===== src/rtl/alm_pkg.sv =====
package alm_pkg;

    // Default node count of the store.
    localparam int NODES_DEF = 16;

    // Fixed field widths.
    localparam int VALUE_W  = 32;
    localparam int SLOT_W   = 4;
    localparam int STATUS_W = 2;

    // Result status codes.
    typedef enum logic [STATUS_W-1:0] {
        ST_ADDED     = 2'd0,
        ST_FULL      = 2'd1,
        ST_REMOVED   = 2'd2,
        ST_NOT_FOUND = 2'd3
    } t_status;

    // Request codes.
    typedef enum logic {
        REQ_ADD    = 1'b0,
        REQ_REMOVE = 1'b1
    } t_req;

    // Sequencer states.
    typedef enum logic [2:0] {
        S_IDLE,
        S_ADD_RD,
        S_ADD_WR,
        S_RM_CMP,
        S_RM_UNLINK,
        S_RM_FREE,
        S_RESP
    } t_state;

    // Strobes from the sequencer to the node store.
    typedef struct packed {
        logic rd_en;
        logic val_we;
        logic nxt_we;
        logic prv_we;
    } t_mem_ctl;

endpackage


===== src/rtl/alm_store.sv =====
module alm_store
    import alm_pkg::*;
#(
    parameter int NODES = NODES_DEF
) (
    input  logic                          i_clk,
    input  logic                          i_rst_n,
    input  t_mem_ctl                      i_ctl,
    input  logic [$clog2(NODES)-1:0]      i_raddr,
    input  logic [$clog2(NODES)-1:0]      i_val_waddr,
    input  logic [VALUE_W-1:0]            i_val_wdata,
    input  logic [$clog2(NODES)-1:0]      i_nxt_waddr,
    input  logic [$clog2(NODES+1)-1:0]    i_nxt_wdata,
    input  logic [$clog2(NODES)-1:0]      i_prv_waddr,
    input  logic [$clog2(NODES+1)-1:0]    i_prv_wdata,
    output logic [VALUE_W-1:0]            o_rd_value,
    output logic [$clog2(NODES+1)-1:0]    o_rd_next,
    output logic [$clog2(NODES+1)-1:0]    o_rd_prev
);

    localparam int LW = $clog2(NODES + 1);

    logic [VALUE_W-1:0] r_val_mem [NODES];
    logic [LW-1:0]      r_nxt_mem [NODES];
    logic [LW-1:0]      r_prv_mem [NODES];

    logic [VALUE_W-1:0] r_rd_value;
    logic [LW-1:0]      r_rd_next;
    logic [LW-1:0]      r_rd_prev;
    logic [LW-1:0]      r_rd_addr;
    logic               r_untouched;
    logic [LW-1:0]      r_fill;

    // Write ports, one per memory.
    always_ff @(posedge i_clk) begin
        if (i_ctl.val_we) begin
            r_val_mem[i_val_waddr] <= i_val_wdata;
        end
        if (i_ctl.nxt_we) begin
            r_nxt_mem[i_nxt_waddr] <= i_nxt_wdata;
        end
        if (i_ctl.prv_we) begin
            r_prv_mem[i_prv_waddr] <= i_prv_wdata;
        end
    end

    // Shared registered read port. Entries at or above the fill count are treated as
    // unwritten since reset, so their next link reads as index + 1, the reset chain.
    always_ff @(posedge i_clk) begin
        if (i_ctl.rd_en) begin
            r_rd_value  <= r_val_mem[i_raddr];
            r_rd_next   <= r_nxt_mem[i_raddr];
            r_rd_prev   <= r_prv_mem[i_raddr];
            r_rd_addr   <= LW'(i_raddr);
            r_untouched <= (LW'(i_raddr) >= r_fill);
        end
    end

    // Fill count: nodes leave the untouched region in index order.
    always_ff @(posedge i_clk) begin
        if (!i_rst_n) begin
            r_fill <= '0;
        end else if (i_ctl.nxt_we && (LW'(i_nxt_waddr) >= r_fill)) begin
            r_fill <= LW'(i_nxt_waddr) + LW'(1);
        end
    end

    assign o_rd_value = r_rd_value;
    assign o_rd_next  = r_untouched ? (r_rd_addr + LW'(1)) : r_rd_next;
    assign o_rd_prev  = r_rd_prev;

endmodule


===== src/rtl/alm_seq.sv =====
module alm_seq
    import alm_pkg::*;
#(
    parameter int NODES = NODES_DEF
) (
    input  logic                          i_clk,
    input  logic                          i_rst_n,
    input  logic                          i_start,
    input  logic                          i_req_type,
    input  logic [VALUE_W-1:0]            i_value,
    output logic                          o_busy,
    output logic                          o_done,
    output logic [STATUS_W-1:0]           o_status,
    output logic [SLOT_W-1:0]             o_slot,
    output logic                          o_list_empty,
    output t_mem_ctl                      o_ctl,
    output logic [$clog2(NODES)-1:0]      o_raddr,
    output logic [$clog2(NODES)-1:0]      o_val_waddr,
    output logic [VALUE_W-1:0]            o_val_wdata,
    output logic [$clog2(NODES)-1:0]      o_nxt_waddr,
    output logic [$clog2(NODES+1)-1:0]    o_nxt_wdata,
    output logic [$clog2(NODES)-1:0]      o_prv_waddr,
    output logic [$clog2(NODES+1)-1:0]    o_prv_wdata,
    input  logic [VALUE_W-1:0]            i_rd_value,
    input  logic [$clog2(NODES+1)-1:0]    i_rd_next,
    input  logic [$clog2(NODES+1)-1:0]    i_rd_prev
);

    localparam int IW = $clog2(NODES);
    localparam int LW = $clog2(NODES + 1);
    localparam logic [LW-1:0] NIL = LW'(NODES);

    t_state             r_state;
    t_state             n_state;
    logic [LW-1:0]      r_head;
    logic [LW-1:0]      r_tail;
    logic [LW-1:0]      r_free;
    logic               r_done;
    logic [VALUE_W-1:0] r_value;
    logic [LW-1:0]      r_p;
    logic [LW-1:0]      r_nx;
    logic [LW-1:0]      r_pv;
    logic [LW-1:0]      r_steps;
    t_status            r_status;
    t_status            r_o_status;
    logic [SLOT_W-1:0]  r_o_slot;
    logic               r_o_empty;

    logic               w_accept;
    logic               w_hit;
    logic               w_walk_end;

    function automatic logic f_is_node(input logic [LW-1:0] x);
        return (x < LW'(NODES));
    endfunction

    // Shared compare unit: one value compare and the walk bound per step.
    assign w_accept   = i_start && (r_state == S_IDLE);
    assign w_hit      = (i_rd_value == r_value);
    assign w_walk_end = !f_is_node(i_rd_next) || ((r_steps + LW'(1)) >= LW'(NODES));

    // Next state.
    always_comb begin
        n_state = r_state;
        unique case (r_state)
            S_IDLE: begin
                if (w_accept) begin
                    if (i_req_type == REQ_ADD) begin
                        n_state = f_is_node(r_free) ? S_ADD_RD : S_RESP;
                    end else begin
                        n_state = f_is_node(r_head) ? S_RM_CMP : S_RESP;
                    end
                end
            end
            S_ADD_RD:    n_state = S_ADD_WR;
            S_ADD_WR:    n_state = S_RESP;
            S_RM_CMP: begin
                if (w_hit) begin
                    n_state = S_RM_UNLINK;
                end else if (w_walk_end) begin
                    n_state = S_RESP;
                end
            end
            S_RM_UNLINK: n_state = S_RM_FREE;
            S_RM_FREE:   n_state = S_RESP;
            S_RESP:      n_state = S_IDLE;
            default:     n_state = S_IDLE;
        endcase
    end

    // Store commands for each state.
    always_comb begin
        o_ctl       = '0;
        o_raddr     = '0;
        o_val_waddr = r_p[IW-1:0];
        o_val_wdata = r_value;
        o_nxt_waddr = r_p[IW-1:0];
        o_nxt_wdata = r_head;
        o_prv_waddr = r_p[IW-1:0];
        o_prv_wdata = NIL;
        unique case (r_state)
            S_IDLE: begin
                o_ctl.rd_en = w_accept;
                o_raddr     = (i_req_type == REQ_ADD) ? r_free[IW-1:0] : r_head[IW-1:0];
            end
            S_ADD_RD: begin
                o_ctl.val_we = 1'b1;
                o_ctl.nxt_we = 1'b1;
                o_ctl.prv_we = 1'b1;
            end
            S_ADD_WR: begin
                o_ctl.prv_we = f_is_node(r_head);
                o_prv_waddr  = r_head[IW-1:0];
                o_prv_wdata  = r_p;
            end
            S_RM_CMP: begin
                o_ctl.rd_en = !w_hit && !w_walk_end;
                o_raddr     = i_rd_next[IW-1:0];
            end
            S_RM_UNLINK: begin
                o_ctl.nxt_we = (r_p != r_head) && f_is_node(r_pv);
                o_nxt_waddr  = r_pv[IW-1:0];
                o_nxt_wdata  = r_nx;
                o_ctl.prv_we = (r_p != r_tail) && f_is_node(r_nx);
                o_prv_waddr  = r_nx[IW-1:0];
                o_prv_wdata  = r_pv;
            end
            S_RM_FREE: begin
                o_ctl.nxt_we = 1'b1;
                o_nxt_wdata  = r_free;
                o_ctl.prv_we = 1'b1;
            end
            S_RESP: begin
                o_ctl = '0;
            end
            default: begin
                o_ctl = '0;
            end
        endcase
    end

    // List pointers and sequencer state.
    always_ff @(posedge i_clk) begin
        if (!i_rst_n) begin
            r_state <= S_IDLE;
            r_head  <= NIL;
            r_tail  <= NIL;
            r_free  <= '0;
            r_done  <= 1'b0;
        end else begin
            r_state <= n_state;
            r_done  <= (r_state == S_RESP);
            unique case (r_state)
                S_ADD_RD: begin
                    r_free <= i_rd_next;
                end
                S_ADD_WR: begin
                    if (!f_is_node(r_head)) begin
                        r_tail <= r_p;
                    end
                    r_head <= r_p;
                end
                S_RM_UNLINK: begin
                    if (r_p == r_head) begin
                        r_head <= f_is_node(r_nx) ? r_nx : NIL;
                    end
                    if (r_p == r_tail) begin
                        r_tail <= f_is_node(r_pv) ? r_pv : NIL;
                    end
                end
                S_RM_FREE: begin
                    r_free <= r_p;
                end
                default: begin
                    r_free <= r_free;
                end
            endcase
        end
    end

    // Working registers of the current request and the result beat.
    always_ff @(posedge i_clk) begin
        unique case (r_state)
            S_IDLE: begin
                if (w_accept) begin
                    r_value <= i_value;
                    r_steps <= '0;
                    if (i_req_type == REQ_ADD) begin
                        r_p      <= r_free;
                        r_status <= ST_FULL;
                    end else begin
                        r_p      <= r_head;
                        r_status <= ST_NOT_FOUND;
                    end
                end
            end
            S_ADD_WR: begin
                r_status <= ST_ADDED;
            end
            S_RM_CMP: begin
                if (w_hit) begin
                    r_nx <= i_rd_next;
                    r_pv <= i_rd_prev;
                end else begin
                    r_p     <= i_rd_next;
                    r_steps <= r_steps + LW'(1);
                end
            end
            S_RM_FREE: begin
                r_status <= ST_REMOVED;
            end
            S_RESP: begin
                r_o_status <= r_status;
                r_o_slot   <= ((r_status == ST_ADDED) || (r_status == ST_REMOVED))
                              ? SLOT_W'(r_p) : '0;
                r_o_empty  <= !f_is_node(r_head);
            end
            default: begin
                r_value <= r_value;
            end
        endcase
    end

    assign o_busy       = (r_state != S_IDLE);
    assign o_done       = r_done;
    assign o_status     = r_o_status;
    assign o_slot       = r_o_slot;
    assign o_list_empty = r_o_empty;

endmodule


===== src/rtl/array_linked_list_manager.sv =====
// Channel   Handshake            Ports
// -------   ------------------   ---------------------------------------
// request   start && !busy       i_req_type, i_value
// result    o_done (one cycle)   o_status, o_slot, o_list_empty
//
// An add passes S_ADD_RD and S_ADD_WR before S_RESP and the o_done beat; a full store
// goes straight to S_RESP. A remove reads nodes from the head, up to NODES of them, one
// read of the store each; a match passes S_RM_UNLINK and S_RM_FREE before S_RESP, a miss goes to S_RESP.
// busy falls in the cycle o_done rises, so the next request may be accepted then.
// Reset is synchronous and active low; it needs no clearing pass.
// The receiver cannot stall: each result beat is shown for one cycle only.
module array_linked_list_manager
    import alm_pkg::*;
#(
    parameter int NODES = NODES_DEF
) (
    input  logic                  i_clk,
    input  logic                  i_rst_n,
    input  logic                  start,
    input  logic                  i_req_type,
    input  logic signed [VALUE_W-1:0] i_value,
    output logic                  busy,
    output logic                  o_done,
    output logic [STATUS_W-1:0]   o_status,
    output logic [SLOT_W-1:0]     o_slot,
    output logic                  o_list_empty
);

    localparam int IW = $clog2(NODES);
    localparam int LW = $clog2(NODES + 1);

    t_mem_ctl           w_ctl;
    logic [IW-1:0]      w_raddr;
    logic [IW-1:0]      w_val_waddr;
    logic [VALUE_W-1:0] w_val_wdata;
    logic [IW-1:0]      w_nxt_waddr;
    logic [LW-1:0]      w_nxt_wdata;
    logic [IW-1:0]      w_prv_waddr;
    logic [LW-1:0]      w_prv_wdata;
    logic [VALUE_W-1:0] w_rd_value;
    logic [LW-1:0]      w_rd_next;
    logic [LW-1:0]      w_rd_prev;

    // Request sequencer with the list pointers and compare unit.
    alm_seq #(
        .NODES (NODES)
    ) u_seq (
        .i_clk        (i_clk),
        .i_rst_n      (i_rst_n),
        .i_start      (start),
        .i_req_type   (i_req_type),
        .i_value      (i_value),
        .o_busy       (busy),
        .o_done       (o_done),
        .o_status     (o_status),
        .o_slot       (o_slot),
        .o_list_empty (o_list_empty),
        .o_ctl        (w_ctl),
        .o_raddr      (w_raddr),
        .o_val_waddr  (w_val_waddr),
        .o_val_wdata  (w_val_wdata),
        .o_nxt_waddr  (w_nxt_waddr),
        .o_nxt_wdata  (w_nxt_wdata),
        .o_prv_waddr  (w_prv_waddr),
        .o_prv_wdata  (w_prv_wdata),
        .i_rd_value   (w_rd_value),
        .i_rd_next    (w_rd_next),
        .i_rd_prev    (w_rd_prev)
    );

    // Node store: values and both link arrays.
    alm_store #(
        .NODES (NODES)
    ) u_store (
        .i_clk       (i_clk),
        .i_rst_n     (i_rst_n),
        .i_ctl       (w_ctl),
        .i_raddr     (w_raddr),
        .i_val_waddr (w_val_waddr),
        .i_val_wdata (w_val_wdata),
        .i_nxt_waddr (w_nxt_waddr),
        .i_nxt_wdata (w_nxt_wdata),
        .i_prv_waddr (w_prv_waddr),
        .i_prv_wdata (w_prv_wdata),
        .o_rd_value  (w_rd_value),
        .o_rd_next   (w_rd_next),
        .o_rd_prev   (w_rd_prev)
    );

endmodule


===== config.mk =====
export PLATFORM = sky130hd
export DESIGN_NAME = array_linked_list_manager
export DESIGN_NICKNAME = d
export VERILOG_FILES = /design/src/rtl/alm_pkg.sv /design/src/rtl/alm_store.sv /design/src/rtl/alm_seq.sv /design/src/rtl/array_linked_list_manager.sv
export SDC_FILE = /design/constraint.sdc
export NUM_CORES = 1
export LEC_CHECK = 0
export BUFFER_PORTS_ARGS = -buffer_cell sky130_fd_sc_hd__buf_2
export CAP_MARGIN = 20
export CORE_MARGIN = 1.5
export CORE_UTILIZATION = 67
export DETAILED_ROUTE_END_ITERATION = 12
export PLACE_DENSITY_LB_ADDON = 0.05
export SLEW_MARGIN = 10
export SYNTH_ARGS = -nofsm -noshare
export SYNTH_HDL_FRONTEND = slang
export SYNTH_SLANG_ARGS = --single-unit

===== constraint.sdc =====
create_clock -name i_clk -period 9.2 [get_ports i_clk]
set_clock_uncertainty 0.05 [all_clocks]
set_input_delay 0.92 -clock i_clk [delete_from_list [all_inputs] [get_ports i_clk]]
set_output_delay 0.92 -clock i_clk [all_outputs]
set_load 0.01 [all_outputs]

# [Word level (Yosys, flattened, before mapping)]
# Memories as Yosys holds them, arrays and structs flattened. A register that Yosys moved wholly into a read port is not among the register bits.
# Index checks and enable logic that the tools add are counted.
# W data, S select, Z words.
[word_totals] regBits=90 latchBits=0 ramBits=672 rom_bits=0 inputBits=36 out_inout_bits=9 word_cells=118 n_memories=3
[mem_list] memory="u_store.r_val_mem" depth=16 word_bits=32 rd=1 rd_ports_with_merged_regs=1 wr=1 line_no="alm_store.sv:23" source="logic [VALUE_W-1:0] r_val_mem [NODES];"
[mem_list] memory="u_store.r_nxt_mem" depth=16 word_bits=5 rd=1 rd_ports_with_merged_regs=1 wr=1 line_no="alm_store.sv:24" source="logic [LW-1:0] r_nxt_mem [NODES];"
[mem_list] memory="u_store.r_prv_mem" depth=16 word_bits=5 rd=1 rd_ports_with_merged_regs=1 wr=1 line_no="alm_store.sv:25" source="logic [LW-1:0] r_prv_mem [NODES];"
[classes] addsub=3 n_mul=0 n_div=0 order_cmp=8 n_eq_ne=18 shift=0 muxes=42 bitwise=0 n_reduce_logical=27
[ops] cell="$pmux W5 S2" n=7
[ops] cell="$mux W5" n=11
[ops] cell="$eq A32 B32 Y1" n=1
[ops] cell="$lt A5 B5 Y1 const B" n=5
[ops] cell="$mux W3" n=6
[ops] cell="$pmux W4 S2" n=2
[ops] cell="$pmux W3 S5" n=1
[ops] cell="$add A4 B1 Y5 const B" n=2
[ops] cell="$eq A5 B5 Y1" n=2
[ops] cell="$ge A4 B5 Y1" n=2
[ops] cell="$ne A5 B5 Y1" n=2
[ops] cell="$reduce_and A2 Y1" n=5
[ops] cell="$eq A3 B3 Y1 const B" n=3
[ops] cell="$mux W4" n=2
[ops] cell="$mux W1" n=7
[ops] cell="$eq A3 B2 Y1 const B" n=2
[ops] cell="$ne A2 B1 Y1 const B" n=3
[ops] cell="$pmux W2 S3" n=1
[ops] cell="$reduce_and A3 Y1" n=2
[ops] cell="$reduce_bool A2 Y1" n=3
[ops] cell="$reduce_bool A3 Y1" n=2
[ops] cell="$add A5 B1 Y5 const B" n=1
[ops] cell="$ge A5 B5 Y1 const B" n=1
[ops] cell="$logic_and A1 B1 Y1" n=5
[ops] cell="other kinds (12)" n=20

# [Depth between registers and ports, before layout]
[logic_depth] ltp_word=8 ltp_mapped=12 mapped_depth_nobuf=10

# [Modules after synthesis]
# A second synthesis with hierarchy kept.
[hier_totals] hier_cells=1550 hier_area_um2=31305.0
[by_module_without_submodules] mod="alm_store" instances=1 cells_per_inst=1214 area_per_inst_um2=27376.3 seq_area_each_um2=21690.8
[by_module_without_submodules] mod="alm_seq" instances=1 cells_per_inst=336 area_per_inst_um2=3928.8 seq_area_each_um2=2212.1

# [Worst setup path after synthesis]
# No wires, ideal clock.
[synth_timing] path_type="reg-to-reg" from="reg u_seq.r_state[0]" to="mem u_store.r_val_mem[2][0], enable pin" setup_time_ps=461 arrival_time_ps=3393 required_time_ps=8689 slack_ps=5296 path_stages_with_launch=6 n_path_buf=1 period_less_slack_ps=3904 path_cell_list="dfxtp_1 -> clkbuf_1 -> nand2_1 -> nor3_1 -> nand2_1 -> nor3_1"
[synth_via] elab_chain_cells=4
[synth_lines] item="start, declared" line_no="alm_seq.sv:33" source="t_state r_state;"
[synth_lines] item="start signal, assigned" line_no="alm_seq.sv:151" source="r_state <= n_state;"
[synth_lines] item="$eq A3 B1 Y1" line_no="alm_seq.sv:101" source="unique case (r_state)"
[synth_lines] item="$mux W1" line_no="alm_seq.sv:101"
[synth_lines] item="$mux W1" line_no="alm_store.sv:36" source="if (i_ctl.val_we) begin"
[synth_lines] item="$mux W1 (not written as such)" line_no="alm_store.sv:37" source="r_val_mem[i_val_waddr] <= i_val_wdata;"
[synth_lines] item="end, declared" line_no="alm_store.sv:23"
# No other way between the ends.

# [Worst setup path in the final report]
[layout_timing] from="reg u_seq.r_state[0]" to="reg u_store.r_rd_value[21] (netlist: u_store.o_rd_value[21]), read port of u_store.r_val_mem, data pin"
[layout_via] elab_chain_cells=3 word_cells_on_any_way=5 classes_between="eq/ne: 1; mux: 2; reduce/logical: 2"
[layout_lines] item="$logic_not A3 Y1" line_no="alm_seq.sv:58, alm_seq.sv:101"
[layout_lines] item="$logic_and A1 B1 Y1" line_no="alm_seq.sv:58" source="assign w_accept = i_start && (r_state == S_IDLE);"
[layout_lines] item="$pmux W1 S2" line_no="alm_seq.sv:101"
[layout_lines] item="end, declared" line_no="alm_store.sv:27" source="logic [VALUE_W-1:0] r_rd_value;"
# Parallel ways exist; a longest one is shown, timed or not.
# A chain may end at the register's enable or synchronous reset.

==> out/summary.txt <==
leading cell types in the layout, fill and taps excluded -> edfxtp_1 (780), mux2i_1 (96), mux2_2 (86), mux4_2 (84), clkbuf_16 (81)
Fmax -> 219 MHz
failing checks -> design-rule violations
layout cell share with drive strength beyond 1 -> 0.208
final wirelength -> 70.7 mm
number of diodes -> 0
cell-internal power -> 0.00720 W
vias -> 16642
initial antenna violation count -> 0
non-filler cells, final -> 2469
crit path launch type -> flip-flop
Netlist Area Pre-Place -> 0.0317 sq mm
Worst path slowest cell -> dfxtp_1
number of CTS-inserted buffers -> 78
Netlist cell types -> 55
WP data arrival -> 4860 ps
worst-path cell chain -> and3b_1, a22oi_4, inv_8, buf_4, mux4_2, a22oi_1, o21ai_1
Layout Nets -> 1852
fin area -> 0.0352 sq mm
CTS Hold Buffers Added -> 0
Worst Hold Class -> flip-flop to flip-flop
Mean Syn Cell Area -> 18.4 sq um
Rows -> 79
PostCTS Resize Cnt -> 0
syn nets -> 1776
Fin Setup TNS -> 0 ps
first-pass GRT wire length -> 103 mm
max cap viols -> 0
die footprint -> 0.0486 sq mm
EDFF count, synth -> 780
hold-critical path endpoint -> u_seq.o_status[1]
die height -> 220 microns
asr flop ratio synth -> 0
placed cell area -> 0.0327 sq mm
CTS tree -> done
Tmin final -> 4560 ps
pin count of the biggest net entering global routing -> 101
core area -> 0.0467 sq mm
Max FO, Critical Path -> 97
dpl cells -> 2325
fin. max-slew vios -> 0
fill cell total of the finished layout -> 2670
Placer Congestion -> 0.892
sequential cell area fraction in the yosys report -> 0.754
crit path from -> u_seq.r_state[0]
Hold Violations, Final -> 0
area growth from synthesis to layout -> 11.2%
Initial Util -> 0.679
r2r setup slk -> 4640 ps
Starting DRT DRC Count -> 2006
worst rel slew slack -> 0.228
Max H-tree Level -> 3
HP Start -> u_seq.r_status[1]
Final Cycle Share -> 0.496
share of power burned in registers -> 0.482
die width -> 220 microns
status -> complete, but fails checks
I/O pin cnt -> 45
Synth Flop Type -> edfxtp_1
worst r2r src -> u_seq.r_state[0]
vias per cell -> 6.74
Clock Latency Late Sink -> 620 ps
WHS Path Cells -> 0
CP required -> 9490 ps
leakage -> 11.1 nW
Final ANT Viol Nets -> 0
Clock Pin Slew Worst Setup and Hold Paths -> 60 ps
RSZ-0062 raised after global routing -> no
Detailed Place HPWL -> 36.0 mm
FF-to-FF End -> u_store.o_rd_value[21]
DR pass1 iterations -> 9
Power Density -> 290 mW/mm^2
DRC -> 2
CP peak stage delay -> 930 ps
final total power -> 0.0102 W
routed len/inst -> 28.6 microns
Switching Share -> 0.295
worst ir drop on vdd -> 0.244 mV
Gate power share -> 0.216
Synth Register Bits -> 804
CP Class -> flip-flop to flip-flop
deepest clock path buffer count -> 3
all-layer global routing usage -> 0.300
Switch Pwr -> 0.00301 W
slew of the pin with the lowest slew margin -> 1160 ps
CTS Sinks -> 804
grt ovf -> 0
setup bufs post-CTS -> 0
vias in the first global route -> 16351
Core Util, Final -> 0.755
CTS root buffer -> clkbuf_16
nature of the critical path endpoint -> flip-flop
Synth Instances -> 1726
clock power share -> 0.301
setup violators final -> 0
commonest non-fill, non-tap cell in the layout -> edfxtp_1
I/O Buffers -> 44
R2R depth -> 7
yosys warns -> 0
-- cells in the mapped netlist (all sizes together), types with 2 or more instances --
master | n | area (sq um)
dfxtp | 24 | 480
nor3b | 3 | 22.5
inv | 19 | 71.3
o31ai | 2 | 15.0
o22ai | 50 | 313
clkbuf | 47 | 176
nor2 | 78 | 293
edfxtp | 780 | 23400
a211oi | 5 | 37.5
a22oi | 48 | 374
and2 | 20 | 125
clkinv | 2 | 7.51
nand2 | 64 | 240
xnor2 | 41 | 359
nor3 | 16 | 85.1
nand3 | 12 | 60.1
a21oi | 23 | 115
a21o | 7 | 52.6
buf | 40 | 228
a21boi | 2 | 15.0
a221o | 41 | 410
o31a | 2 | 17.5
mux2i | 97 | 975
xor2 | 8 | 70.1
nor4 | 2 | 12.5
o21ai | 59 | 295
nand4 | 9 | 56.3
a311oi | 10 | 87.6
nor2b | 6 | 37.5
nand2b | 6 | 37.5
ha | 14 | 175
o211ai | 2 | 15.0
mux4 | 84 | 1890
mux2 | 86 | 968
o22a | 5 | 43.8
-- area by class of cell --
type,count,area [sq um],area share
repair buffers,83,526,0.0149
inverters,21,86.3,0.00245
flip-flops and latches,804,23900,0.679
multi-input cells,814,7500,0.213
well taps,607,759,0.0216
clock inverters,40,354,0.0101
clock buffers,100,2100,0.0596
-- worst max-delay path by stage --
stage,to,depth (start not counted)
5_1_grt,u_store.o_rd_value[21],7
3_5_place_dp,u_store.o_rd_value[19],7
6_report,u_store.o_rd_value[21],7
3_3_place_gp,u_store.r_rd_next[4],7
4_1_cts,u_store.o_rd_value[21],7
2_1_floorplan,u_store.r_val_mem[2][0],5
-- per-stage QoR --
step                worst slack (ps)  hold slack (ps)
finish                          4640              373
global route                    4310              382
CTS                             4630              370
detailed placement              4620              357
global placement                4760              351
floorplan                       5300              350
-- cell families after synthesis --
kind of cell / count (synthesis) / share of synthesized area
adders and majority gates: 14 / 0.00553
xor gates and xnor gates: 49 / 0.0135
muxes: 267 / 0.121
and+or+nand+nor: 221 / 0.0318
DFF: 804 / 0.754
AOI/OAI and AO/OA: 263 / 0.0585
buffers and inverters: 108 / 0.0152
-- sequential cells by signal, summed over array words and instances (netlist names), 32 cells and up --
signal / count
u_seq.o_val_wdata: 32
u_store.r_prv_mem: 80
u_store.r_nxt_mem: 80
u_store.r_val_mem: 512
u_store.o_rd_value: 32
-- routing by layer --
metal  vias up  share of wire  track usage
li1       7111              -            -
met1      8555           0.41        0.435
met2       835           0.48        0.473
met3       141          0.088       0.0543
met4         0          0.026       0.0941
met5         -              0            0
-- power by group through the flow --
| stage | sequential, W | clock (W) | combinational (W) |
|---|---|---|---|
| final | 0.00493 | 0.00308 | 0.00221 |
| after global routing | 0.00496 | 0.00325 | 0.00237 |
| after CTS | 0.00492 | 0.00311 | 0.00219 |
| after detailed placement | 0.00499 | 0 | 0.00217 |
| after global placement | 0.00497 | 0 | 0.00213 |
| after floorplan | 0.00484 | 0 | 0.00154 |
-- critical path, delay by kind of cell (launching register included) --
kind	cells	cell delay, ps
buffers and inverters	2	1480
DFF	1	930
and+or+nand+nor	1	640
muxes	1	590
AOI/OAI and AO/OA	3	530
(Power assumes the default switching activity.)
